**src/rtl/imudr_pkg.sv**
```systemverilog
// Shared constants for the IMU dead-reckoning framer.
package imudr_pkg;

	localparam int unsigned FRAME_BYTES = 30;
	localparam logic [7:0] HDR_BYTE = 8'hAA;
	localparam logic [7:0] TRL_BYTE = 8'h55;

	localparam int unsigned US_W = 24;
	localparam int unsigned DT_W = 21;

	// dt = 1024 * (us / 15625) + (2048 * (us mod 15625) + 15625) / 31250.
	// Both divisions use a reciprocal rounded up, exact over their input ranges.
	localparam logic [24:0] DIV_D1 = 25'd15625;
	localparam logic [24:0] DIV_BIAS = 25'd15625;
	localparam logic [24:0] DIV_R1 = 25'd17592187;
	localparam logic [25:0] DIV_R2 = 26'd35184373;

	localparam int unsigned CFG_IDX_W = 3;
	localparam logic [CFG_IDX_W-1:0] CFG_ACCEL_W = 3'd0;
	localparam logic [CFG_IDX_W-1:0] CFG_POS_W = 3'd1;
	localparam logic [CFG_IDX_W-1:0] CFG_RPT_W = 3'd2;
	localparam logic [CFG_IDX_W-1:0] CFG_HDG_OFF = 3'd3;
	localparam logic [CFG_IDX_W-1:0] CFG_SEQ_LIM = 3'd4;

endpackage

```
**src/rtl/imudr_div.sv**
```systemverilog
// Constant divider that turns elapsed microseconds into unsigned Q5.16 seconds.
module imudr_div (
	input  logic                     clk,
	input  logic                     arst_n,
	input  logic                     start,
	input  logic [imudr_pkg::US_W-1:0] elapsed_us,
	output logic                     done,
	output logic [imudr_pkg::DT_W-1:0] dt
);
	import imudr_pkg::*;

	logic            v_s1, v_s2, v_s3;
	logic            done_q;
	logic [US_W-1:0] us_s1, us_s2;
	logic [10:0]     h_s2, h_s3;
	logic [24:0]     m2_s3;
	logic [DT_W-1:0] dt_q;
	logic [48:0]     p1;
	logic [24:0]     hm;
	logic [24:0]     rem;
	logic [50:0]     p2;
	logic [DT_W-1:0] q2;

	assign p1 = 49'(us_s1) * 49'(DIV_R1);
	assign hm = 25'(h_s2) * DIV_D1;
	assign rem = 25'(us_s2) - hm;
	assign p2 = 51'(m2_s3) * 51'(DIV_R2);
	assign q2 = DT_W'(p2[50:40]);

	always_ff @(posedge clk or negedge arst_n) begin
		if (!arst_n) begin
			v_s1 <= 1'b0;
			v_s2 <= 1'b0;
			v_s3 <= 1'b0;
			done_q <= 1'b0;
		end else begin
			v_s1 <= start;
			v_s2 <= v_s1;
			v_s3 <= v_s2;
			done_q <= v_s3;
		end
	end

	always_ff @(posedge clk) begin
		if (start) begin
			us_s1 <= elapsed_us;
		end
		if (v_s1) begin
			h_s2 <= p1[48:38];
			us_s2 <= us_s1;
		end
		if (v_s2) begin
			h_s3 <= h_s2;
			m2_s3 <= {rem[13:0], 11'd0} + DIV_BIAS;
		end
		if (v_s3) begin
			dt_q <= {h_s3, 10'd0} + q2;
		end
	end

	assign done = done_q;
	assign dt = dt_q;

endmodule

```
**config.mk**
```make
export PLATFORM = sky130hd
export DESIGN_NAME = imudr_div
export DESIGN_NICKNAME = d
export VERILOG_FILES = /design/src/rtl/imudr_pkg.sv /design/src/rtl/imudr_div.sv
export SDC_FILE = /design/constraint.sdc
export NUM_CORES = 1
export LEC_CHECK = 0
export BUFFER_PORTS_ARGS = -buffer_cell sky130_fd_sc_hd__buf_2
export CAP_MARGIN = 10
export CORE_ASPECT_RATIO = 0.75
export CORE_MARGIN = 4
export CORE_UTILIZATION = 55
export CTS_CLUSTER_DIAMETER = 100
export CTS_CLUSTER_SIZE = 25
export DETAILED_ROUTE_END_ITERATION = 12
export GPL_TIMING_DRIVEN = 0
export PLACE_DENSITY = 0.7
export SLEW_MARGIN = 20
export SYNTH_ARGS = -nofsm -noshare
export SYNTH_HDL_FRONTEND = slang
export SYNTH_SLANG_ARGS = --single-unit
```
**constraint.sdc**
```tcl
create_clock -name clk -period 13.2 [get_ports clk]
set_input_delay 2.64 -clock clk [delete_from_list [all_inputs] [get_ports clk]]
set_output_delay 2.64 -clock clk [all_outputs]
set_load 0.1 [all_outputs]
```
==> results.txt, run 1 <==
----------------------------------------------------
[Run status]
  Run status ... complete, no violations

[STA]
  Unrepaired setup endpoints after global routing ... false
  Post-route minimum period ... 8.965 ns
  Fin Setup TNS ... 0 ns
  Peak clock frequency supported by timing ... 111.5 MHz
  Count of endpoints failing hold in the final timing report ... 0
  Number of pins exceeding their max-slew limit in the final report ... 0
  Worst slew pin tran ... 1.132 ns
  Final count of negative-setup-slack endpoints ... 0
  Slew margin rel. ... 22.59%
  Worst clock skew ... 0.008820 ns
  Final worst-path cycle share ... 67.92%

[Global routing]
  Via count of the first global-routing pass ... 14.89k
  Largest net degree at the start of global routing ... 27
  Global-route wire length before repair ... 80440 um
  Overall overflow remaining after global route ... 0
  All-Layer GR Usage ... 24.80%
  Initial antenna violation count ... 0

[Synth]
  Synth top cells by count ... inv_1 (597), ha_1 (451), fa_1 (369)
  Post-synthesis sequential element count ... 99
  Mapped cell area ... 0.02138 mm^2
  Most frequently used flop master after synthesis ... edfxtp_1
  Share of the synthesized area in the top cell type ... 34.55%
  Post-synthesis async set-or-reset flop share ... 4.040%
  Count of flip-flops with a built-in enable after synthesis ... 95
  Synth top area cells ... fa_1 (35%), ha_1 (26%), edfxtp_1 (13%), inv_1 (10%), xnor2_1 (2.0%)
  Post-Syn Area per Cell ... 10.63 um^2
  Yosys warning count ... 0
  Cell count after synthesis ... 2011
  Biggest area consumer among synthesized cells ... fa_1
  Unique masters post-synth ... 68
  Syn nets ... 2858
  Cell with the most instances after synthesis ... inv_1
  Sequential share of the synthesized area ... 13.81%

[Clock tree]
  Clock tree from TritonCTS ... yes
  Number of buffers inserted by post-CTS setup repair ... 0
  Number of levels the H-tree was split into ... 3
  Post-CTS Hold Buffers ... 0
  Clock tree root driver cell ... clkbuf_16
  Number of CTS-inserted buffers ... 9
  Number of gates resized after CTS ... 0
  Clock latency of the later-clocked register in the worst-skew pair ... 0.36 ns
  Max clock buf depth ... 2
  Total number of clock tree sinks ... 99
  CTS clock-pin slew for the worst setup and hold paths ... 0.07 ns

[Detailed routing]
  Starting DRT DRC Count ... 898
  WL final ... 50380 um
  Residual DRC ... 0
  Residual antenna-violating net count after detailed routing ... 0
  Via Count ... 14.10k
  Average vias per placed instance ... 5.452
  Detailed-router iteration count before antenna repair ... 5
  Routed len/inst ... 19.47 um

[Cells and area]
  Number of nets in the layout ... 2917
  Layout cells sized above 1 ... 4.337%
  Total inserted antenna cells ... 0
  Layout overhead on the synthesized area ... 5.560%

[Worst setup path]
  Cell family with most CP delay ... adder cells
  Sort of element at the start of the critical path ... register
  Class of the most critical setup path ... reg2reg
  Worst reg2reg startpoint ... m2_s3[12]$_DFFE_PP_
  CP max stage cell ... edfxtp_1
  Max stage delay on crit path ... 0.81 ns
  WP buf/inv ... 5
  Data required, critical path ... 13.32 ns
  Arrival time of data at the critical path endpoint ... 9.08 ns
  Launching instance or port of the critical path ... m2_s3[12]$_DFFE_PP_
  Type of element capturing the critical path ... register
  Cell-by-cell trace of the critical path ... inv_1, ha_1, fa_1, inv_1, fa_1, inv_1, fa_1, inv_1, fa_1, inv_1, fa_1, fa_1, ha_1, a21o_1, a31o_2, a2111oi_1, nor4_1, a211oi_1, a311oi_1, xor2_1, ha_1, ha_1, nand4_1, xnor2_1
  Highest fanout seen on the critical path ... 12
  Cell seen most often among critical-path stages ... fa_1

[Die]
  Placeable Area ... 0.03832 mm^2
  Die Ht ... 178.7 um
  DIE WIDTH ... 235.7 um
  Die area ... 0.04212 mm^2
  Number of placement rows ... 62
  Ports ... 49
  Initial core utilization ... 55.79%

[Job]
  Max-cap violations ... 0

[Place]
  Count of input and output buffers ... 48
  Final Wtd Congestion ... 1.005
  Detailed-placement wirelength estimate ... 45530 um

[Hold path]
  Hold/Removal Path Class ... reg2reg
  Hold path start ... h_s3[0]$_DFFE_PP_

----------------------------------------------------
state kept, by name, summed over array words and instances (netlist names), 11 cells and up:
register	flops
us_s2	14
h_s3	11
h_s2	11
m2_s3	14
dt	21
us_s1	24
cell families after synthesis:
group,synth area share [%]
fa+ha+maj,60.95
simple gates,4.805
buf+inv,10.65
compound gates,6.895
flops,13.81
xor+xnor,2.891
layout by cell type, fill, tap and decap left out, types with 4 or more instances in the layout:
master / netlist / layout
inv_1: 597 / 597
ha_1: 451 / 451
fa_1: 369 / 369
edfxtp_1: 95 / 95
a21oi_1: 73 / 73
nand2_1: 54 / 54
buf_2: 1 / 49
xnor2_1: 48 / 48
nor2_1: 38 / 38
o21ai_0: 30 / 30
a21o_1: 30 / 30
nand3_1: 22 / 22
nand4_1: 20 / 20
xor2_1: 20 / 20
o211ai_1: 12 / 12
nor3_1: 12 / 12
o21a_1: 11 / 11
o21bai_1: 10 / 10
or2_2: 9 / 9
clkbuf_16: 0 / 9
nand2b_1: 8 / 8
and3_1: 6 / 6
a211oi_1: 6 / 6
clkbuf_1: 5 / 6
a31oi_1: 6 / 6
a221oi_1: 5 / 5
nor2b_1: 5 / 5
a2111oi_0: 6 / 5
and2_1: 4 / 4
nor4_1: 4 / 4
and4_1: 4 / 4
worst paths after layout:
path | to | slack [ns] | depth (start not counted)
max reg2reg | dt[20]$_DFFE_PP_ | 4.24 | 24
min | dt[10]$_DFFE_PP_ | 0.56 | 1
min reg2reg | dt[10]$_DFFE_PP_ | 0.56 | 1
max | dt[20]$_DFFE_PP_ | 4.24 | 24
max in group asynchronous | v_s2$_DFF_PN0_ | 11.01 | 1
min in group asynchronous | v_s1$_DFF_PN0_ | 2.06 | 1
per-stage QoR:
| step | setup WS, ns | hold WS, ns | cells | util [%] | instance area [um^2] |
|---|---|---|---|---|---|
| 6_report | 4.235 | 0.5619 | 2587 | 58.89 | 22570 |
| 5_1_grt | 3.807 | 0.5871 | 2587 | 58.89 | 22570 |
| 4_1_cts | 4.223 | 0.5711 | 2587 | 58.88 | 22570 |
| 3_5_place_dp | 4.262 | 0.5463 | 2571 | 58.09 | 22260 |
| 3_3_place_gp | 4.060 | 0.5282 | 2571 | 58.08 | 22260 |
| 2_1_floorplan | 6.061 | 0.4543 | 2011 | - | 21380 |
worst register-to-register path: cells and delay by family, from the launching register on:
family	cells	cell delay, ns
AO/OA/AOI/OAI	5	1.86
AND/OR/NAND/NOR	2	0.31
buffers and inverters	5	0.72
adder cells (fa/ha/maj)	10	4.67
flip-flops	1	0.81
XOR/XNOR	2	0.36
layout make-up:
cell class,count,area [um^2]
multi-input cells,1308,16150
fillers,3201,15760
flip-flops and latches,99,2954
inverters,597,2241
well taps,512,640.6
repair buffers,48,240.2
clock buffers,10,229.0
clock inverters,6,76.32
plain buffers,7,35.03
per-layer routing:
metal	part of all wire [%]	wire length, um	global-route usage [%]	vias to the layer above
met2	41	20690	35.57	449
met1	45	22680	35.22	7064
met5	0.46	230	3.963	-
li1	-	-	-	6538
met3	12	5799	10.03	49
met4	1.9	980	5.600	4
Power of run 1 is not shown: default switching activity piles up to over one toggle a cycle in this logic, so the estimate is an artifact.
==> run 2: changes to the inputs <==
==> constraint.sdc (replaced) <==
create_clock -name clk -period 8.75 [get_ports clk]
set_input_delay 1.75 -clock clk [delete_from_list [all_inputs] [get_ports clk]]
set_output_delay 1.75 -clock clk [all_outputs]
set_load 0.1 [all_outputs]
==> results.txt, run 2 (same netlist as run 1, synthesis figures left out) <==
----------------------------------------------------
[STA]
  Number of pins exceeding their max-slew limit in the final report ... 0 (unchanged)
  Final worst-path cycle share ... 94.62% (was 67.92%)
  Final worst hold slack ... 0.5617 ns (was 0.5619 ns)
  Final count of negative-setup-slack endpoints ... 0 (unchanged)
  Count of endpoints failing hold in the final timing report ... 0 (unchanged)
  Unrepaired setup endpoints after global routing ... false (unchanged)
  Worst slew pin tran ... 1.098 ns (was 1.132 ns)
  Fin Setup TNS ... 0 ns (unchanged)
  Peak clock frequency supported by timing ... 120.8 MHz (was 111.5 MHz)
  Slew margin rel. ... 24.89% (was 22.59%)
  Post-route minimum period ... 8.279 ns (was 8.965 ns)
  Worst clock skew ... 0.008784 ns (was 0.008820 ns)

[Place]
  Detailed-placement wirelength estimate ... 45530 um (unchanged)
  Count of input and output buffers ... 48 (unchanged)
  Final Wtd Congestion ... 1.005 (unchanged)

[Global routing]
  Global-route wire length before repair ... 80570 um (was 80440 um)
  Global-route met2 utilization ... 35.58% (was 35.57%)
  All-Layer GR Usage ... 24.87% (was 24.80%)
  Met1 track demand over resource in global routing ... 35.22% (unchanged)
  Routing usage on met3 ... 10.29% (was 10.03%)
  Overall overflow remaining after global route ... 0 (unchanged)
  Largest net degree at the start of global routing ... 27 (unchanged)
  Initial antenna violation count ... 0 (unchanged)
  Via count of the first global-routing pass ... 14.90k (was 14.89k)
  Most Crowded Layer GR ... met2 (unchanged)

[Clock tree]
  Clock tree root driver cell ... clkbuf_16 (unchanged)
  Clock tree from TritonCTS ... yes (unchanged)
  Total number of clock tree sinks ... 99 (unchanged)
  Number of levels the H-tree was split into ... 3 (unchanged)
  CTS clock-pin slew for the worst setup and hold paths ... 0.07 ns (about the same)
  Max clock buf depth ... 2 (unchanged)
  Number of CTS-inserted buffers ... 9 (unchanged)
  Post-CTS Hold Buffers ... 0 (unchanged)
  Clock latency of the later-clocked register in the worst-skew pair ... 0.36 ns (about the same)

[Die]
  Number of placement rows ... 62 (unchanged)
  Placeable Area ... 0.03832 mm^2 (unchanged)
  Ports ... 49 (unchanged)
  Initial core utilization ... 55.79% (unchanged)
  DIE WIDTH ... 235.7 um (unchanged)
  Die area ... 0.04212 mm^2 (unchanged)
  Die Ht ... 178.7 um (unchanged)

[Cells and area]
  Most used cells in the layout excluding fill and tap cells ... inv_1 (596), ha_1 (451), fa_1 (369) (was inv_1 (597), ha_1 (451), fa_1 (369))
  Total inserted antenna cells ... 0 (unchanged)
  Number of nets in the layout ... 2925 (was 2917)
  Utilization after layout ... 59.07% (was 58.89%)
  Layout overhead on the synthesized area ... 5.882% (was 5.560%)
  Register containing the most flip-flops in the final layout ... us_s1 (unchanged)
  Number of flip-flops in the largest register ... 24 (unchanged)
  Most common cell after layout, fill and taps aside ... inv_1 (unchanged)
  Layout cells sized above 1 ... 4.801% (was 4.337%)

[Detailed routing]
  Routed len/inst ... 19.52 um (was 19.47 um)
  WL final ... 50660 um (was 50380 um)
  Residual antenna-violating net count after detailed routing ... 0 (unchanged)
  Starting DRT DRC Count ... 940 (was 898)
  Average vias per placed instance ... 5.466 (was 5.452)
  Residual DRC ... 0 (unchanged)
  Detailed-router iteration count before antenna repair ... 7 (was 5)
  Via Count ... 14.18k (was 14.10k)

[Worst setup path]
  Sort of element at the start of the critical path ... register (unchanged)
  Type of element capturing the critical path ... register (unchanged)
  Highest fanout seen on the critical path ... 8 (was 12)
  Class of the most critical setup path ... reg2reg (unchanged)
  Worst reg2reg startpoint ... us_s1[12]$_DFFE_PP_ (was m2_s3[12]$_DFFE_PP_)
  Register-to-Register Setup Slack ... 0.47 ns (was 4.24 ns)
  Depth of the worst register-to-register path ... 20 (was 24)
  Arrival time of data at the critical path endpoint ... 8.37 ns (was 9.08 ns)
  Data required, critical path ... 8.84 ns (was 13.32 ns)
  R2R Path End ... h_s2[6]$_DFFE_PP_ (was dt[20]$_DFFE_PP_)

[Hold path]
  Hold path start ... h_s3[0]$_DFFE_PP_ (unchanged)
  Worst hold stages ... 1 (unchanged)
  Worst Hold Path EP ... dt[10]$_DFFE_PP_ (unchanged)
  Hold/Removal Path Class ... reg2reg (unchanged)

[Job]
  Max-cap violations ... 0 (unchanged)

[Run status]
  Run status ... complete, no violations (unchanged)

----------------------------------------------------
## run 2: how the worst max path moves through the flow
stage                              from           endpoint  slack [ns]
global placement    m2_s3[12]$_DFFE_PP_   dt[20]$_DFFE_PP_       -0.39
CTS                 m2_s3[11]$_DFFE_PP_   dt[20]$_DFFE_PP_        0.12
floorplan           m2_s3[12]$_DFFE_PP_   dt[20]$_DFFE_PP_        1.61
global route        m2_s3[12]$_DFFE_PP_   dt[20]$_DFFE_PP_        0.05
detailed placement  m2_s3[12]$_DFFE_PP_   dt[20]$_DFFE_PP_       -0.19
finish              us_s1[12]$_DFFE_PP_  h_s2[6]$_DFFE_PP_        0.47
## run 2: final cells by class
class	instances	area (um^2)
Inverter	597	2245
Multi-Input combinational cell	1308	16160
Fill cell	3196	15690
Clock inverter	6	76.32
Sequential cell	99	2954
Timing Repair Buffer	56	300.3
Clock buffer	10	229.0
Tap cell	512	640.6
Buffer	7	35.03
## run 2: timing repair
| item | in CTS | in global routing |
|---|---|---|
| resized for setup | 1 | 1 |
| endpoints found under the setup margin | 5 | 5 |
| pin swaps | 0 | 1 |
| buffers inserted | 1 | 7 |
| endpoints found under the hold margin | 0 | 0 |
## run 2: layer usage
layer | routed length [um] | vias up | share of wire [%]
li1 | - | 6559 | -
met5 | 230 | - | 0.45
met2 | 20750 | 471 | 41
met4 | 981 | 4 | 1.9
met1 | 22820 | 7099 | 45
met3 | 5876 | 51 | 12
## run 2: critical path, stage by stage, from the launching register on
cell and delay, ns:
edfxtp_1 0.65, fa_1 0.68, inv_1 0.07, fa_1 0.50, fa_1 0.58, inv_1 0.07, fa_1 0.49, inv_1 0.06
fa_1 0.54, inv_1 0.07, fa_1 0.74, fa_1 0.46, ha_1 0.29, clkbuf_1 0.26, nand3_1 0.16, nor4_1 0.38
nand3_1 0.22, a2111oi_0 0.74, a211oi_1 0.26, o21ai_0 0.27, xor2_1 0.50
## run 2: per-stage QoR
step | cells | setup WS [ns] | area [um^2]
global route | 2595 | 0.04914 | 22640
finish | 2595 | 0.4712 | 22640
CTS | 2588 | 0.1248 | 22580
detailed placement | 2571 | -0.1875 | 22260
floorplan | 2011 | 1.611 | 21380
global placement | 2571 | -0.3902 | 22260
Power of run 2 is left out for the same reason.
==> run 3: changes to the inputs <==
--- a/config.mk
+++ b/config.mk
@@ -14,6 +14,7 @@
 export CTS_CLUSTER_SIZE = 25
 export DETAILED_ROUTE_END_ITERATION = 12
 export GPL_TIMING_DRIVEN = 0
+export MAX_ROUTING_LAYER = met4
 export PLACE_DENSITY = 0.7
 export SLEW_MARGIN = 20
 export SYNTH_ARGS = -nofsm -noshare
==> results.txt, run 3 (same netlist as run 1, synthesis figures left out) <==
----------------------------------------------------
[Run status]
  Run status ... complete, no violations (unchanged)

[Global routing]
  Initial antenna violation count ... 2 (was 0)
  Overall overflow remaining after global route ... 0 (unchanged)
  Global-route wire length before repair ... 83570 um (was 80570 um)
  Largest net degree at the start of global routing ... 27 (unchanged)
  All-Layer GR Usage ... 26.95% (was 24.87%)
  Via count of the first global-routing pass ... 14.59k (was 14.90k)

[STA]
  Unrepaired setup endpoints after global routing ... false (unchanged)
  Final worst-path cycle share ... 96.05% (was 94.62%)
  Final count of negative-setup-slack endpoints ... 0 (unchanged)
  Worst clock skew ... 0.009799 ns (was 0.008784 ns)
  Peak clock frequency supported by timing ... 119.0 MHz (was 120.8 MHz)
  Post-route minimum period ... 8.405 ns (was 8.279 ns)
  Number of pins exceeding their max-slew limit in the final report ... 0 (unchanged)
  Worst slew pin tran ... 0.9394 ns (was 1.098 ns)
  Fin Setup TNS ... 0 ns (unchanged)
  Count of endpoints failing hold in the final timing report ... 0 (unchanged)
  Slew margin rel. ... 37.38% (was 24.89%)

[Worst setup path]
  Launching instance or port of the critical path ... m2_s3[12]$_DFFE_PP_ (was us_s1[12]$_DFFE_PP_)
  Arrival time of data at the critical path endpoint ... 8.53 ns (was 8.37 ns)
  WP buf/inv ... 5 (unchanged)
  CP max stage cell ... ha_1 (was fa_1)
  Highest fanout seen on the critical path ... 9 (was 8)
  Cell family with most CP delay ... adder cells (unchanged)
  Cell seen most often among critical-path stages ... fa_1 (unchanged)
  Class of the most critical setup path ... reg2reg (unchanged)
  Sort of element at the start of the critical path ... register (unchanged)
  Worst reg2reg startpoint ... m2_s3[12]$_DFFE_PP_ (was us_s1[12]$_DFFE_PP_)
  Max stage delay on crit path ... 0.62 ns (was 0.74 ns)
  Cell-by-cell trace of the critical path ... clkinvlp_4, ha_1, fa_1, inv_1, fa_1, inv_1, fa_1, inv_1, fa_1, inv_1, fa_1, fa_1, ha_1, a21o_1, a31o_2, a2111oi_2, nor4_1, a211oi_1, a311oi_1, xor2_1, ha_1, ha_1, nand4_1, xnor2_1 (was fa_1, inv_1, fa_1, fa_1, inv_1, fa_1, inv_1, fa_1, inv_1, fa_1, fa_1, ha_1, clkbuf_1, nand3_1, nor4_1, nand3_1, a2111oi_0, a211oi_1, o21ai_0, xor2_1)
  Type of element capturing the critical path ... register (unchanged)
  Data required, critical path ... 8.87 ns (was 8.84 ns)

[Cells and area]
  Number of flip-flops in the largest register ... 24 (unchanged)
  Area taken by flip-flops and latches ... 0.002955 mm^2 (was 0.002954 mm^2)
  Layout cells sized above 1 ... 4.760% (was 4.801%)
  Register containing the most flip-flops in the final layout ... us_s1 (unchanged)
  Area occupied by multi-input gates ... 0.01616 mm^2 (about the same)
  Total inserted antenna cells ... 0 (unchanged)
  Number of nets in the layout ... 2922 (was 2925)
  Number of fillers in the final layout ... 3247 (was 3196)
  Most common cell after layout, fill and taps aside ... inv_1 (unchanged)
  Most used cells in the layout excluding fill and tap cells ... inv_1 (596), ha_1 (451), fa_1 (369) (unchanged)
  Layout overhead on the synthesized area ... 5.776% (was 5.882%)

[Clock tree]
  Number of levels the H-tree was split into ... 3 (unchanged)
  Number of CTS-inserted buffers ... 9 (unchanged)
  Post-CTS Hold Buffers ... 0 (unchanged)
  Clock tree from TritonCTS ... yes (unchanged)
  Clock tree root driver cell ... clkbuf_16 (unchanged)
  Max clock buf depth ... 2 (unchanged)
  CTS clock-pin slew for the worst setup and hold paths ... 0.08 ns (was 0.07 ns)
  Total number of clock tree sinks ... 99 (unchanged)
  Clock latency of the later-clocked register in the worst-skew pair ... 0.36 ns (about the same)

[Detailed routing]
  Via Count ... 13.96k (was 14.18k)
  Residual antenna-violating net count after detailed routing ... 0 (unchanged)
  Routed len/inst ... 20.53 um (was 19.52 um)
  Residual DRC ... 0 (unchanged)
  WL final ... 53200 um (was 50660 um)
  Detailed-router iteration count before antenna repair ... 5 (was 7)
  Average vias per placed instance ... 5.385 (was 5.466)
  Starting DRT DRC Count ... 835 (was 940)

[Place]
  Detailed-placement wirelength estimate ... 48230 um (was 45530 um)
  Count of input and output buffers ... 48 (unchanged)
  Final Wtd Congestion ... 1.016 (was 1.005)

[Hold path]
  Hold/Removal Path Class ... reg2reg (unchanged)
  Hold path start ... h_s2[7]$_DFFE_PP_ (was h_s3[0]$_DFFE_PP_)

[Die]
  Placeable Area ... 0.03832 mm^2 (unchanged)
  Die Ht ... 178.7 um (unchanged)
  Ports ... 49 (unchanged)
  Initial core utilization ... 55.79% (unchanged)
  Number of placement rows ... 62 (unchanged)
  Die area ... 0.04212 mm^2 (unchanged)
  DIE WIDTH ... 235.7 um (unchanged)

[Job]
  Max-cap violations ... 0 (unchanged)

----------------------------------------------------
run 3: changes by cell type in the layout (fill, tap and decap cells not counted):
cell,previous run,this run
bufinv_16,1,0
a2111oi_0,5,4
buf_12,0,1
dfrtp_1,3,2
clkinvlp_4,1,2
clkbuf_1,6,5
a2111oi_1,0,1
dfrtp_2,1,2
inv_8,1,2
buf_4,8,4
run 3: metal layers:
layer / wire (um) / vias up / global-route usage, %
li1: - / 6541 / -
met1: 26480 / 7019 / 40.73
met2: 20880 / 371 / 36.09
met3: 5372 / 27 / 9.057
met4: 471 / 0 / 3.497
met5: 0 / - / -
run 3: worst paths after layout:
| path | endpoint | slack, ns | depth (start not counted) |
|---|---|---|---|
| worst min register to register | h_s3[7]$_DFFE_PP_ | 0.54 | 0 |
| worst max register to register | dt[20]$_DFFE_PP_ | 0.35 | 24 |
| worst min-delay path | h_s3[7]$_DFFE_PP_ | 0.54 | 0 |
| min in group asynchronous | v_s1$_DFF_PN0_ | 1.18 | 1 |
| max in group asynchronous | v_s2$_DFF_PN0_ | 7.43 | 1 |
| worst max-delay path | dt[20]$_DFFE_PP_ | 0.35 | 24 |
run 3: layout make-up:
cell class	instances	share of cell area [%]
plain buffers	7	0.1549
multi-input cells	1308	71.45
clock inverters	7	0.2877
repair buffers	53	1.284
clock buffers	9	0.9960
well taps	512	2.833
inverters	597	9.926
flip-flops and latches	99	13.07
run 3: metrics by stage:
step / cell area [um^2] / worst slack [ns] / hold slack (ns) / instances / util [%]
floorplan: 21380 / 1.611 / 0.4543 / 2011 / -
global placement: 22260 / -0.6379 / 0.5284 / 2571 / 58.08
detailed placement: 22260 / -0.3179 / 0.5262 / 2571 / 58.09
CTS: 22560 / 0.04842 / 0.5458 / 2588 / 58.88
global route: 22610 / 0.02877 / 0.5677 / 2592 / 59.01
finish: 22610 / 0.3452 / 0.5428 / 2592 / 59.01
run 3: repair_timing:
| item | 4_1_cts | 5_1_grt |
|---|---|---|
| resized for setup | 1 | 1 |
| setup buffers | 1 | 4 |
| pin swaps | 0 | 1 |
| setup endpoints to repair | 5 | 5 |
Power of run 3 is left out for the same reason.
